<file path="config.mk">
export PLATFORM = sky130hd
export DESIGN_NAME = multi_slot_pulse_timer_unit
export DESIGN_NICKNAME = d
export VERILOG_FILES = /design/src/hw/rtl/mspt_pkg.sv /design/src/hw/rtl/multi_slot_pulse_timer_unit.sv /design/src/hw/rtl/mspt_datapath.sv /design/src/hw/rtl/mspt_controller.sv /design/src/hw/rtl/mspt_out_queue.sv
export SDC_FILE = /design/constraint.sdc
export NUM_CORES = 2
export LEC_CHECK = 0
export CORE_MARGIN = 4
export CORE_UTILIZATION = 45
export CTS_BUF_LIST = sky130_fd_sc_hd__clkbuf_8
export DETAILED_ROUTE_END_ITERATION = 8
export DONT_BUFFER_PORTS = 1
export PLACE_DENSITY_LB_ADDON = 0.2
export SYNTH_ARGS = -nofsm -noshare
export SYNTH_HDL_FRONTEND = slang
export SYNTH_SLANG_ARGS = --single-unit
</file>
<file path="constraint.sdc">
create_clock -name i_clk -period 8.3 [get_ports i_clk]
set_input_delay 2.49 -clock i_clk [delete_from_list [all_inputs] [get_ports i_clk]]
set_output_delay 2.49 -clock i_clk [all_outputs]
set_load 0.03 [all_outputs]
</file>
<file path="src/hw/rtl/mspt_pkg.sv">
// ----------------------------------------------------------------------------
// mspt_pkg
// Shared constants, codes and controller/datapath command types.
// ----------------------------------------------------------------------------
package mspt_pkg;

    localparam int SLOTS   = 8;
    localparam int SLOT_W  = 3;
    localparam int PIN_W   = 8;
    localparam int TIME_W  = 32;
    localparam int IN_W    = 2 + PIN_W + 1 + TIME_W + SLOT_W + TIME_W;
    localparam int IN_BYTES_W = ((IN_W + 7) / 8) * 8;
    localparam int OUT_W   = 1 + PIN_W + 1 + SLOT_W + 2 + 1 + TIME_W + 1;
    localparam int OUT_BYTES_W = ((OUT_W + 7) / 8) * 8;
    localparam logic [TIME_W-1:0] NONE_LEFT = '1;

    localparam logic [1:0] CMD_TRIGGER = 2'd0;
    localparam logic [1:0] CMD_CANCEL  = 2'd1;
    localparam logic [1:0] CMD_TICK    = 2'd2;
    localparam logic [1:0] CMD_QUERY   = 2'd3;

    localparam logic [1:0] ST_OK       = 2'd0;
    localparam logic [1:0] ST_NO_SLOT  = 2'd1;
    localparam logic [1:0] ST_ZERO_DUR = 2'd2;
    localparam logic [1:0] ST_INACTIVE = 2'd3;

    typedef struct packed {
        logic [1:0]        cmd;
        logic [PIN_W-1:0]  pin;
        logic              level;
        logic [TIME_W-1:0] pulse_len;
        logic [SLOT_W-1:0] slot;
        logic [TIME_W-1:0] elapsed_ms;
    } t_req;

    // controller -> datapath
    typedef struct packed {
        logic              load;      // capture request
        logic              exec;      // trigger/cancel/query, write state
        logic              scan_clr;  // start expiry scan
        logic              scan_step; // compare slot at scan index
        logic              pick;      // expire chosen slot, emit
        logic              age;       // subtract elapsed from survivors
        logic              idle_tick; // tick result without expiry
        logic              min_clr;   // start min scan
        logic              min_step;  // compare slot at scan index
        logic              emit_last; // release result with least time
    } t_ctl;

    // datapath -> controller
    typedef struct packed {
        logic [1:0] cmd;
        logic       found;    // scan found an unreported due slot
        logic       any_due;  // expiry already reported in this tick
        logic       scan_end; // scan index at last slot
    } t_sts;

endpackage

</file>
<file path="src/hw/rtl/multi_slot_pulse_timer_unit.sv">
// ----------------------------------------------------------------------------
// multi_slot_pulse_timer_unit
// Eight-slot one-shot pulse timer with ordered expiry reporting.
// ----------------------------------------------------------------------------
// A request passes decode, execution or the expiry walk, then a least-time scan.
// One request at a time, held off by the 8-slot walk and the result queue.
// Results of a tick are queued and released together once the walk ends.
// Reset: synchronous active low; all slots inactive, no result pending.
module multi_slot_pulse_timer_unit (
    input  logic        i_clk,
    input  logic        i_rst_n,
    input  logic        s_axis_tvalid,
    output logic        s_axis_tready,
    // cmd[1:0], pin[9:2], level[10], pulse_len[42:11], slot[45:43],
    // elapsed_ms[77:46], zero fill
    input  logic [mspt_pkg::IN_BYTES_W-1:0]  s_axis_tdata,
    output logic        m_axis_tvalid,
    input  logic        m_axis_tready,
    // pin_write[0], pin_out[8:1], pin_level[9], slot_id[12:10], status[14:13],
    // any_expired[15], remaining_ms[47:16], slot_active[48], zero fill
    output logic [mspt_pkg::OUT_BYTES_W-1:0] m_axis_tdata,
    output logic        m_axis_tlast
);
    import mspt_pkg::*;

    t_req  req;
    t_ctl  ctl;
    t_sts  sts;
    logic [OUT_W-1:0]  res, qres;
    logic [TIME_W-1:0] rem;
    logic  c_ready, c_valid, c_last, q_busy;
    logic  r_pend;

    assign req.cmd         = s_axis_tdata[1:0];
    assign req.pin         = s_axis_tdata[9:2];
    assign req.level       = s_axis_tdata[10];
    assign req.pulse_len   = s_axis_tdata[42:11];
    assign req.slot        = s_axis_tdata[45:43];
    assign req.elapsed_ms  = s_axis_tdata[77:46];

    assign s_axis_tready = c_ready && !q_busy;

    mspt_controller u_ctrl (
        .i_clk(i_clk), .i_rst_n(i_rst_n),
        .i_req_valid(s_axis_tvalid && !q_busy), .o_req_ready(c_ready),
        .i_res_ready(1'b1), .o_res_valid(c_valid), .o_res_last(c_last),
        .i_sts(sts), .o_ctl(ctl)
    );

    mspt_datapath u_dp (
        .i_clk(i_clk), .i_rst_n(i_rst_n), .i_req(req), .i_ctl(ctl),
        .o_sts(sts), .o_res(res), .o_rem(rem)
    );

    always_ff @(posedge i_clk) begin
        if (!i_rst_n) r_pend <= 1'b0;
        else          r_pend <= ctl.pick;
    end

    mspt_out_queue u_q (
        .i_clk(i_clk), .i_rst_n(i_rst_n),
        .i_push(r_pend || (c_valid && c_last && !(sts.cmd == CMD_TICK && sts.any_due))),
        .i_res(res), .i_final(c_valid && c_last), .i_rem(rem),
        .o_busy(q_busy), .o_tvalid(m_axis_tvalid), .i_tready(m_axis_tready),
        .o_res(qres), .o_last(m_axis_tlast)
    );

    assign m_axis_tdata = {{(OUT_BYTES_W - OUT_W){1'b0}}, qres};

endmodule

</file>
<file path="src/hw/rtl/mspt_datapath.sv">
// ----------------------------------------------------------------------------
// mspt_datapath
// Slot state, per-slot walk for expiry ordering and least-time scan.
// ----------------------------------------------------------------------------
module mspt_datapath (
    input  logic                  i_clk,
    input  logic                  i_rst_n,
    input  mspt_pkg::t_req        i_req,
    input  mspt_pkg::t_ctl        i_ctl,
    output mspt_pkg::t_sts        o_sts,
    output logic [mspt_pkg::OUT_W-1:0] o_res,
    output logic [mspt_pkg::TIME_W-1:0] o_rem
);
    import mspt_pkg::*;

    t_req               r_req;
    logic [SLOTS-1:0]   r_act, r_done;
    logic [PIN_W-1:0]   r_pin [SLOTS];
    logic               r_lvl [SLOTS];
    logic [TIME_W-1:0]  r_tl  [SLOTS];
    logic [SLOT_W-1:0]  r_idx, r_best;
    logic               r_found, r_any;
    logic [TIME_W-1:0]  r_bval, r_min;

    logic               r_wr, r_plvl, r_sact;
    logic [PIN_W-1:0]   r_pout;
    logic [SLOT_W-1:0]  r_sid;
    logic [1:0]         r_st;

    logic [SLOT_W-1:0]  free_idx;
    logic               free_ok;
    logic               due, sel_ok;

    always_comb begin
        free_idx = '0;
        free_ok  = 1'b0;
        for (int i = SLOTS - 1; i >= 0; i--) begin
            if (!r_act[i]) begin
                free_idx = SLOT_W'(i);
                free_ok  = 1'b1;
            end
        end
    end

    assign due    = r_act[r_idx] && !r_done[r_idx] && (r_tl[r_idx] <= r_req.elapsed_ms);
    assign sel_ok = r_act[r_best] && !r_done[r_best];

    always_ff @(posedge i_clk) begin
        if (!i_rst_n) begin
            r_act <= '0;
        end else begin
            if (i_ctl.exec) begin
                if (r_req.cmd == CMD_TRIGGER && r_req.pulse_len != '0 && free_ok)
                    r_act[free_idx] <= 1'b1;
                else if (r_req.cmd == CMD_CANCEL)
                    r_act[r_req.slot] <= 1'b0;
            end
            if (i_ctl.pick)
                r_act[r_best] <= 1'b0;
        end
    end

    always_ff @(posedge i_clk) begin
        if (i_ctl.load) begin
            r_req  <= i_req;
            r_done <= '0;
            r_any  <= 1'b0;
        end
        if (i_ctl.exec) begin
            r_wr   <= 1'b0;
            r_pout <= '0;
            r_plvl <= 1'b0;
            r_sid  <= r_req.slot;
            r_st   <= ST_OK;
            r_sact <= 1'b0;
            case (r_req.cmd)
                CMD_TRIGGER: begin
                    r_sid <= '0;
                    if (r_req.pulse_len == '0) begin
                        r_st <= ST_ZERO_DUR;
                    end else if (!free_ok) begin
                        r_st <= ST_NO_SLOT;
                    end else begin
                        r_pin[free_idx] <= r_req.pin;
                        r_lvl[free_idx] <= ~r_req.level;
                        r_tl[free_idx]  <= r_req.pulse_len;
                        r_wr   <= 1'b1;
                        r_pout <= r_req.pin;
                        r_plvl <= r_req.level;
                        r_sid  <= free_idx;
                    end
                end
                CMD_CANCEL: begin
                    if (r_act[r_req.slot]) begin
                        r_wr   <= 1'b1;
                        r_pout <= r_pin[r_req.slot];
                        r_plvl <= r_lvl[r_req.slot];
                    end else begin
                        r_st <= ST_INACTIVE;
                    end
                end
                CMD_QUERY: r_sact <= r_act[r_req.slot];
                default: ;
            endcase
        end
        if (i_ctl.scan_clr || i_ctl.min_clr) begin
            r_idx   <= '0;
            r_found <= 1'b0;
            r_min   <= NONE_LEFT;
        end
        if (i_ctl.scan_step) begin
            r_idx <= r_idx + 1'b1;
            if (due && (!r_found || r_tl[r_idx] < r_bval)) begin
                r_found <= 1'b1;
                r_best  <= r_idx;
                r_bval  <= r_tl[r_idx];
            end
        end
        if (i_ctl.pick) begin
            r_done[r_best] <= 1'b1;
            r_any  <= 1'b1;
            r_wr   <= 1'b1;
            r_pout <= r_pin[r_best];
            r_plvl <= r_lvl[r_best];
            r_sid  <= r_best;
            r_st   <= ST_OK;
            r_sact <= 1'b0;
        end
        if (i_ctl.age) begin
            for (int i = 0; i < SLOTS; i++)
                if (r_act[i])
                    r_tl[i] <= r_tl[i] - r_req.elapsed_ms;
        end
        if (i_ctl.idle_tick) begin
            r_wr   <= 1'b0;
            r_pout <= '0;
            r_plvl <= 1'b0;
            r_sid  <= '0;
            r_st   <= ST_OK;
            r_sact <= 1'b0;
        end
        if (i_ctl.min_step) begin
            r_idx <= r_idx + 1'b1;
            if (r_act[r_idx] && r_tl[r_idx] < r_min)
                r_min <= r_tl[r_idx];
        end
    end

    assign o_sts.cmd      = r_req.cmd;
    assign o_sts.found    = r_found && sel_ok;
    assign o_sts.any_due  = r_any;
    assign o_sts.scan_end = (r_idx == SLOT_W'(SLOTS - 1));
    assign o_rem = r_min;
    // pin_write, pin_out, pin_level, slot_id, status, any_expired, remaining_ms, slot_active
    assign o_res = {r_sact, r_min, r_any & r_wr, r_st, r_sid, r_plvl, r_pout, r_wr};

endmodule

</file>
<file path="src/hw/rtl/mspt_controller.sv">
// ----------------------------------------------------------------------------
// mspt_controller
// Sequencer: request decode, expiry walk, least-time scan, result handoff.
// ----------------------------------------------------------------------------
module mspt_controller (
    input  logic           i_clk,
    input  logic           i_rst_n,
    input  logic           i_req_valid,
    output logic           o_req_ready,
    input  logic           i_res_ready,
    output logic           o_res_valid,
    output logic           o_res_last,
    input  mspt_pkg::t_sts i_sts,
    output mspt_pkg::t_ctl o_ctl
);
    import mspt_pkg::*;

    typedef enum logic [8:0] {
        S_IDLE  = 9'b000000001,
        S_EXEC  = 9'b000000010,
        S_SCAN  = 9'b000000100,
        S_PICK  = 9'b000001000,
        S_MIN   = 9'b000010000,
        S_OUT   = 9'b000100000,
        S_AGE   = 9'b001000000,
        S_FMIN  = 9'b010000000,
        S_FOUT  = 9'b100000000
    } t_state;

    t_state r_state, n_state;

    always_comb begin
        n_state = r_state;
        o_ctl   = '0;
        o_req_ready = 1'b0;
        o_res_valid = 1'b0;
        o_res_last  = 1'b0;
        case (r_state)
            S_IDLE: begin
                o_req_ready = 1'b1;
                if (i_req_valid) begin
                    o_ctl.load = 1'b1;
                    n_state = S_EXEC;
                end
            end
            S_EXEC: begin
                if (i_sts.cmd == CMD_TICK) begin
                    o_ctl.scan_clr = 1'b1;
                    n_state = S_SCAN;
                end else begin
                    o_ctl.exec = 1'b1;
                    o_ctl.min_clr = 1'b1;
                    n_state = S_FMIN;
                end
            end
            S_SCAN: begin
                o_ctl.scan_step = 1'b1;
                if (i_sts.scan_end) n_state = S_PICK;
            end
            S_PICK: begin
                if (i_sts.found) begin
                    o_ctl.pick = 1'b1;
                    o_ctl.min_clr = 1'b1;
                    n_state = S_MIN;
                end else begin
                    if (!i_sts.any_due) o_ctl.idle_tick = 1'b1;
                    n_state = S_AGE;
                end
            end
            S_MIN: begin
                o_ctl.min_step = 1'b1;
                if (i_sts.scan_end) n_state = S_OUT;
            end
            S_OUT: begin
                // start another scan for the next due slot; the expiry is already queued
                o_ctl.scan_clr = 1'b1;
                n_state = S_SCAN;
            end
            S_AGE: begin
                o_ctl.age = 1'b1;
                o_ctl.min_clr = 1'b1;
                n_state = S_FMIN;
            end
            S_FMIN: begin
                o_ctl.min_step = 1'b1;
                if (i_sts.scan_end) n_state = S_FOUT;
            end
            S_FOUT: begin
                o_res_valid = 1'b1;
                o_res_last  = 1'b1;
                if (i_res_ready) begin
                    n_state = S_IDLE;
                end
            end
            default: n_state = S_IDLE;
        endcase
    end

    always_ff @(posedge i_clk) begin
        if (!i_rst_n) begin
            r_state <= S_IDLE;
        end else begin
            r_state <= n_state;
        end
    end

endmodule

</file>
<file path="src/hw/rtl/mspt_out_queue.sv">
// ----------------------------------------------------------------------------
// mspt_out_queue
// Result queue: holds the results of a request so remaining time can be patched.
// ----------------------------------------------------------------------------
module mspt_out_queue (
    input  logic                        i_clk,
    input  logic                        i_rst_n,
    input  logic                        i_push,
    input  logic [mspt_pkg::OUT_W-1:0]  i_res,
    input  logic                        i_final,
    input  logic [mspt_pkg::TIME_W-1:0] i_rem,
    output logic                        o_busy,
    output logic                        o_tvalid,
    input  logic                        i_tready,
    output logic [mspt_pkg::OUT_W-1:0]  o_res,
    output logic                        o_last
);
    import mspt_pkg::*;

    localparam int QW = $clog2(SLOTS + 1);
    localparam int RW = OUT_W;

    logic [RW-1:0]  r_q [SLOTS + 1];
    logic [QW-1:0]  r_cnt, r_head;
    logic           r_sealed;
    logic [TIME_W-1:0] r_rem;
    logic [RW-1:0]  head;

    assign head = r_q[r_head[QW-1:0]];
    assign o_busy   = r_sealed;
    assign o_tvalid = r_sealed && (r_head != r_cnt);
    assign o_last   = (r_head == r_cnt - 1'b1);
    assign o_res = {head[RW-1], r_rem, head[RW-2-TIME_W:0]};

    always_ff @(posedge i_clk) begin
        if (!i_rst_n) begin
            r_cnt <= '0;
            r_head <= '0;
            r_sealed <= 1'b0;
        end else begin
            if (i_push) begin
                r_q[r_cnt] <= i_res;
                r_cnt <= r_cnt + 1'b1;
            end
            if (i_final) begin
                r_sealed <= 1'b1;
                r_rem <= i_rem;
            end
            if (o_tvalid && i_tready) begin
                if (o_last) begin
                    r_cnt <= '0;
                    r_head <= '0;
                    r_sealed <= 1'b0;
                end else begin
                    r_head <= r_head + 1'b1;
                end
            end
        end
    end

endmodule

</file>
==> metrics.yaml <==
min_path:
  min_from: "u_dp.o_rem[15]"
  hp-class: "flop to flop"
critical_path:
  critPathKind: "flop to output port"
  critPathSlowestCell: "o21ai_0"
  critPathMaxStageDelay_ns: 0.87
  crit_chain: "buf_4 > mux4_2 > mux2i_1 > o21ai_0"
  critPathCaptureType: "output port"
  crit_arrival_ns: 3.01
  rr_worst_depth: 13
  reg2reg_to: "u_dp.o_rem[15]"
  setup.worst_path.end: "m_axis_tdata[11]"
  r2r_setup_slack_ns: 3.11
  crit_path_start_kind: "flop"
  required_ns: 5.81
  cp_max_fo: 34
drt:
  drt_iter0_markers: 2858
  wl_per_cell_um: 21.8
  drcViolationCount: 0
  via_count: 32800
  ant_nets: 0
  drt_wl_total_um: 120000
  viasPerCell: 5.96
  first_pass_iters: 5
floorplan:
  die_area_sq_um: 105000
  start_util_pct: 45.6
  rows: 115
  die_height_um: 325
  io-pin-count: 143
  die_w_um: 325
  core_sq_um: 98900
power_and_ir_drop:
  switching_share_pct: 29.4
  pwr-share-comb_pct: 16.1
  seqPwrFrac_pct: 48.0
  p_int_mw: 6.37
  irDropWorstVdd_v: 0.000148
  clkPwrFrac_pct: 35.9
  powerDensity_nw_per_um2: 184
  switchingPower_mw: 2.66
  leakage_nw: 19.2
cells_and_area:
  num-fill-cells: 8855
  area_growth_syn_to_layout_pct: 8.82
  fin_nets: 4552
  final_layout_size_suffix_gt1_share_pct: 11.7
  fin_util_pct: 49.6
placed_design:
  gp_congestion: 0.925
  detailed_place_hpwl_um: 88100
  portBuffers: 0
synthesis:
  syn_inst: 4098
  synthFlopType: "edfxtp_1"
  syn-cell-area_sq_um: 45100
  synth_top_cell_by_area: "edfxtp_1"
  synth_warnings: 0
  synth_edf_count: 629
  netlist_top_cells_count: "edfxtp_1, nand2_1, o21ai_0"
  syn_area_per_cell_sq_um: 11.0
  ys_types: 82
  seq_area_frac_synth_pct: 46.2
  synth-seq-cells: 727
  yosysTopAreaCellShare_pct: 41.9
  synth.most_common_cell: "edfxtp_1"
  yosys-top-cells-area: "edfxtp_1, ha_1, mux4_2"
  synth-async-reset-ratio_pct: 0
cts:
  hold_buffers: 0
  clock_path_buffers: 3
  clk_pin_slew_ns: 0.06
  cts_tree: "yes"
  insertion_delay_ns: 0.85
  cts_buffers: 134
  cts-root-buf: "clkbuf_8"
  cts_setup_buffers: 0
  cts.htree.levels: 4
  clock_sinks: 727
  post_cts_resized: 0
run_status:
  outcome: "completed"
timing:
  layout_min_cycle_time_ns: 5.50
  rsz0062_at_grt: "no"
  tns_ns: 0
  hold_slack_ns: 0.417
  worstMarginPinSlew_ns: 1.15
  finalCritPeriodShare_pct: 66.3
  setup_viol: 0
  max_slew_margin_pct: 23.3
  max_freq_mhz: 182
  maxSlewViolCount: 0
  final-hold-violation-count: 0
  fin_worst_skew_ns: 0.0496
global_routing:
  antenna_found_initial: 2
  grtUsageTotal_pct: 22.4
  first_global_vias: 31200
  grt_pass1_wl_um: 183000
  overflow: 0
  grt_max_degree: 71
job:
  cap_viol_max_count: 0
[cell type report]
type	count	area, sq um	area share [%]
Inverter	185	697	1.42
Antenna cell	2	5.00	0.0102
Multi-Input combinational cell	3005	23000	46.8
Clock inverter	98	558	1.14
Timing Repair Buffer	57	428	0.872
Sequential cell	727	20900	42.5
Clock buffer	140	1930	3.93
Tap cell	1287	1610	3.28
[power by group through the flow]
| stage | registers [mW] | logic, mW | clock network (mW) |
|---|---|---|---|
| after floorplan | 4.27 | 1.16 | 0 |
| final | 4.33 | 1.46 | 3.24 |
| after CTS | 4.33 | 1.45 | 3.34 |
| after detailed placement | 4.41 | 1.44 | 0 |
| after global routing | 4.35 | 1.63 | 3.51 |
| after global placement | 4.40 | 1.42 | 0 |
[metrics by stage]
stage / power, mW / instances / setup slack, ns / instance area, sq um
after floorplan: 5.43 / 4104 / 1.06 / 45100
after global placement: 5.82 / 5261 / 3.01 / 46600
after detailed placement: 5.84 / 5261 / 3.06 / 46600
after CTS: 9.12 / 5499 / 2.64 / 49100
after global routing: 9.49 / 5500 / 2.56 / 49100
final: 9.03 / 5501 / 2.80 / 49100
[kinds of logic after synthesis]
| kind of cell | synth area share, % |
|---|---|
| mux | 9.93 |
| simple gates | 11.7 |
| buf+inv | 3.19 |
| fa+ha+maj | 10.1 |
| other cells | 0.00832 |
| compound gates | 14.9 |
| xor+xnor | 3.90 |
| flops | 46.2 |
[flip-flops by register name, indices dropped and copies added, names as in the netlist, 9 cells and up, named ones only]
register and flops:
u_q.r_rem 32, u_dp.r_req 76, u_dp.r_pin 64, u_ctrl.r_state 9
u_dp.r_tl 256, u_dp.r_bval 32, u_q.r_q 153, u_dp.o_rem 32
[per-layer routing]
layer	share of wire [%]	global-route usage, %	vias to the layer above
li1	-	-	15600
met1	49	34.5	15900
met2	41	31.9	1133
met3	8.2	4.65	152
met4	2.0	5.77	0
met5	0	0	-
[worst min path at each step]
stage                     slack, ns  cells after the start            end
after global routing           0.43                      0  u_q.r_rem[15]
after detailed placement       0.41                      0  u_q.r_rem[30]
final                          0.42                      0  u_q.r_rem[15]
after floorplan                0.41                      0  u_q.r_rem[10]
after CTS                      0.42                      0  u_q.r_rem[15]
after global placement         0.41                      0  u_q.r_rem[25]
[placed cells by master (no fill, tap or decap), drive strengths merged, types with 14 or more instances in the layout]
cell type | synthesis | layout
a211o | 14 | 14
nor3 | 60 | 60
and2 | 24 | 24
o21bai | 22 | 22
or2 | 17 | 17
ha | 350 | 350
o31ai | 40 | 40
nor4 | 20 | 20
o21a | 50 | 50
nand2b | 50 | 50
or3 | 23 | 23
mux4 | 141 | 141
mux2 | 71 | 71
a31oi | 22 | 22
buf | 54 | 57
edfxtp | 629 | 629
o21ai | 362 | 362
a21o | 141 | 141
a21boi | 18 | 18
nand4 | 47 | 47
o211ai | 29 | 29
nor2b | 41 | 41
xnor2 | 101 | 101
nand3 | 102 | 102
mux2i | 48 | 48
nor2 | 192 | 192
and3 | 23 | 23
inv | 185 | 247
nand2 | 422 | 422
a211oi | 40 | 40
xor2 | 100 | 100
clkinv | 0 | 34
nor3b | 30 | 30
clkbuf | 133 | 140
dfxtp | 98 | 98
a21oi | 243 | 243
[worst max-delay path, delay by kind of cell (launching register included)]
kind	cells	cell delay, ns
buffers and inverters	1	0.54
multiplexers	2	0.42
flip-flops	1	0.31
AO/OA/AOI/OAI	1	0.87
(Power assumes the default switching activity.)
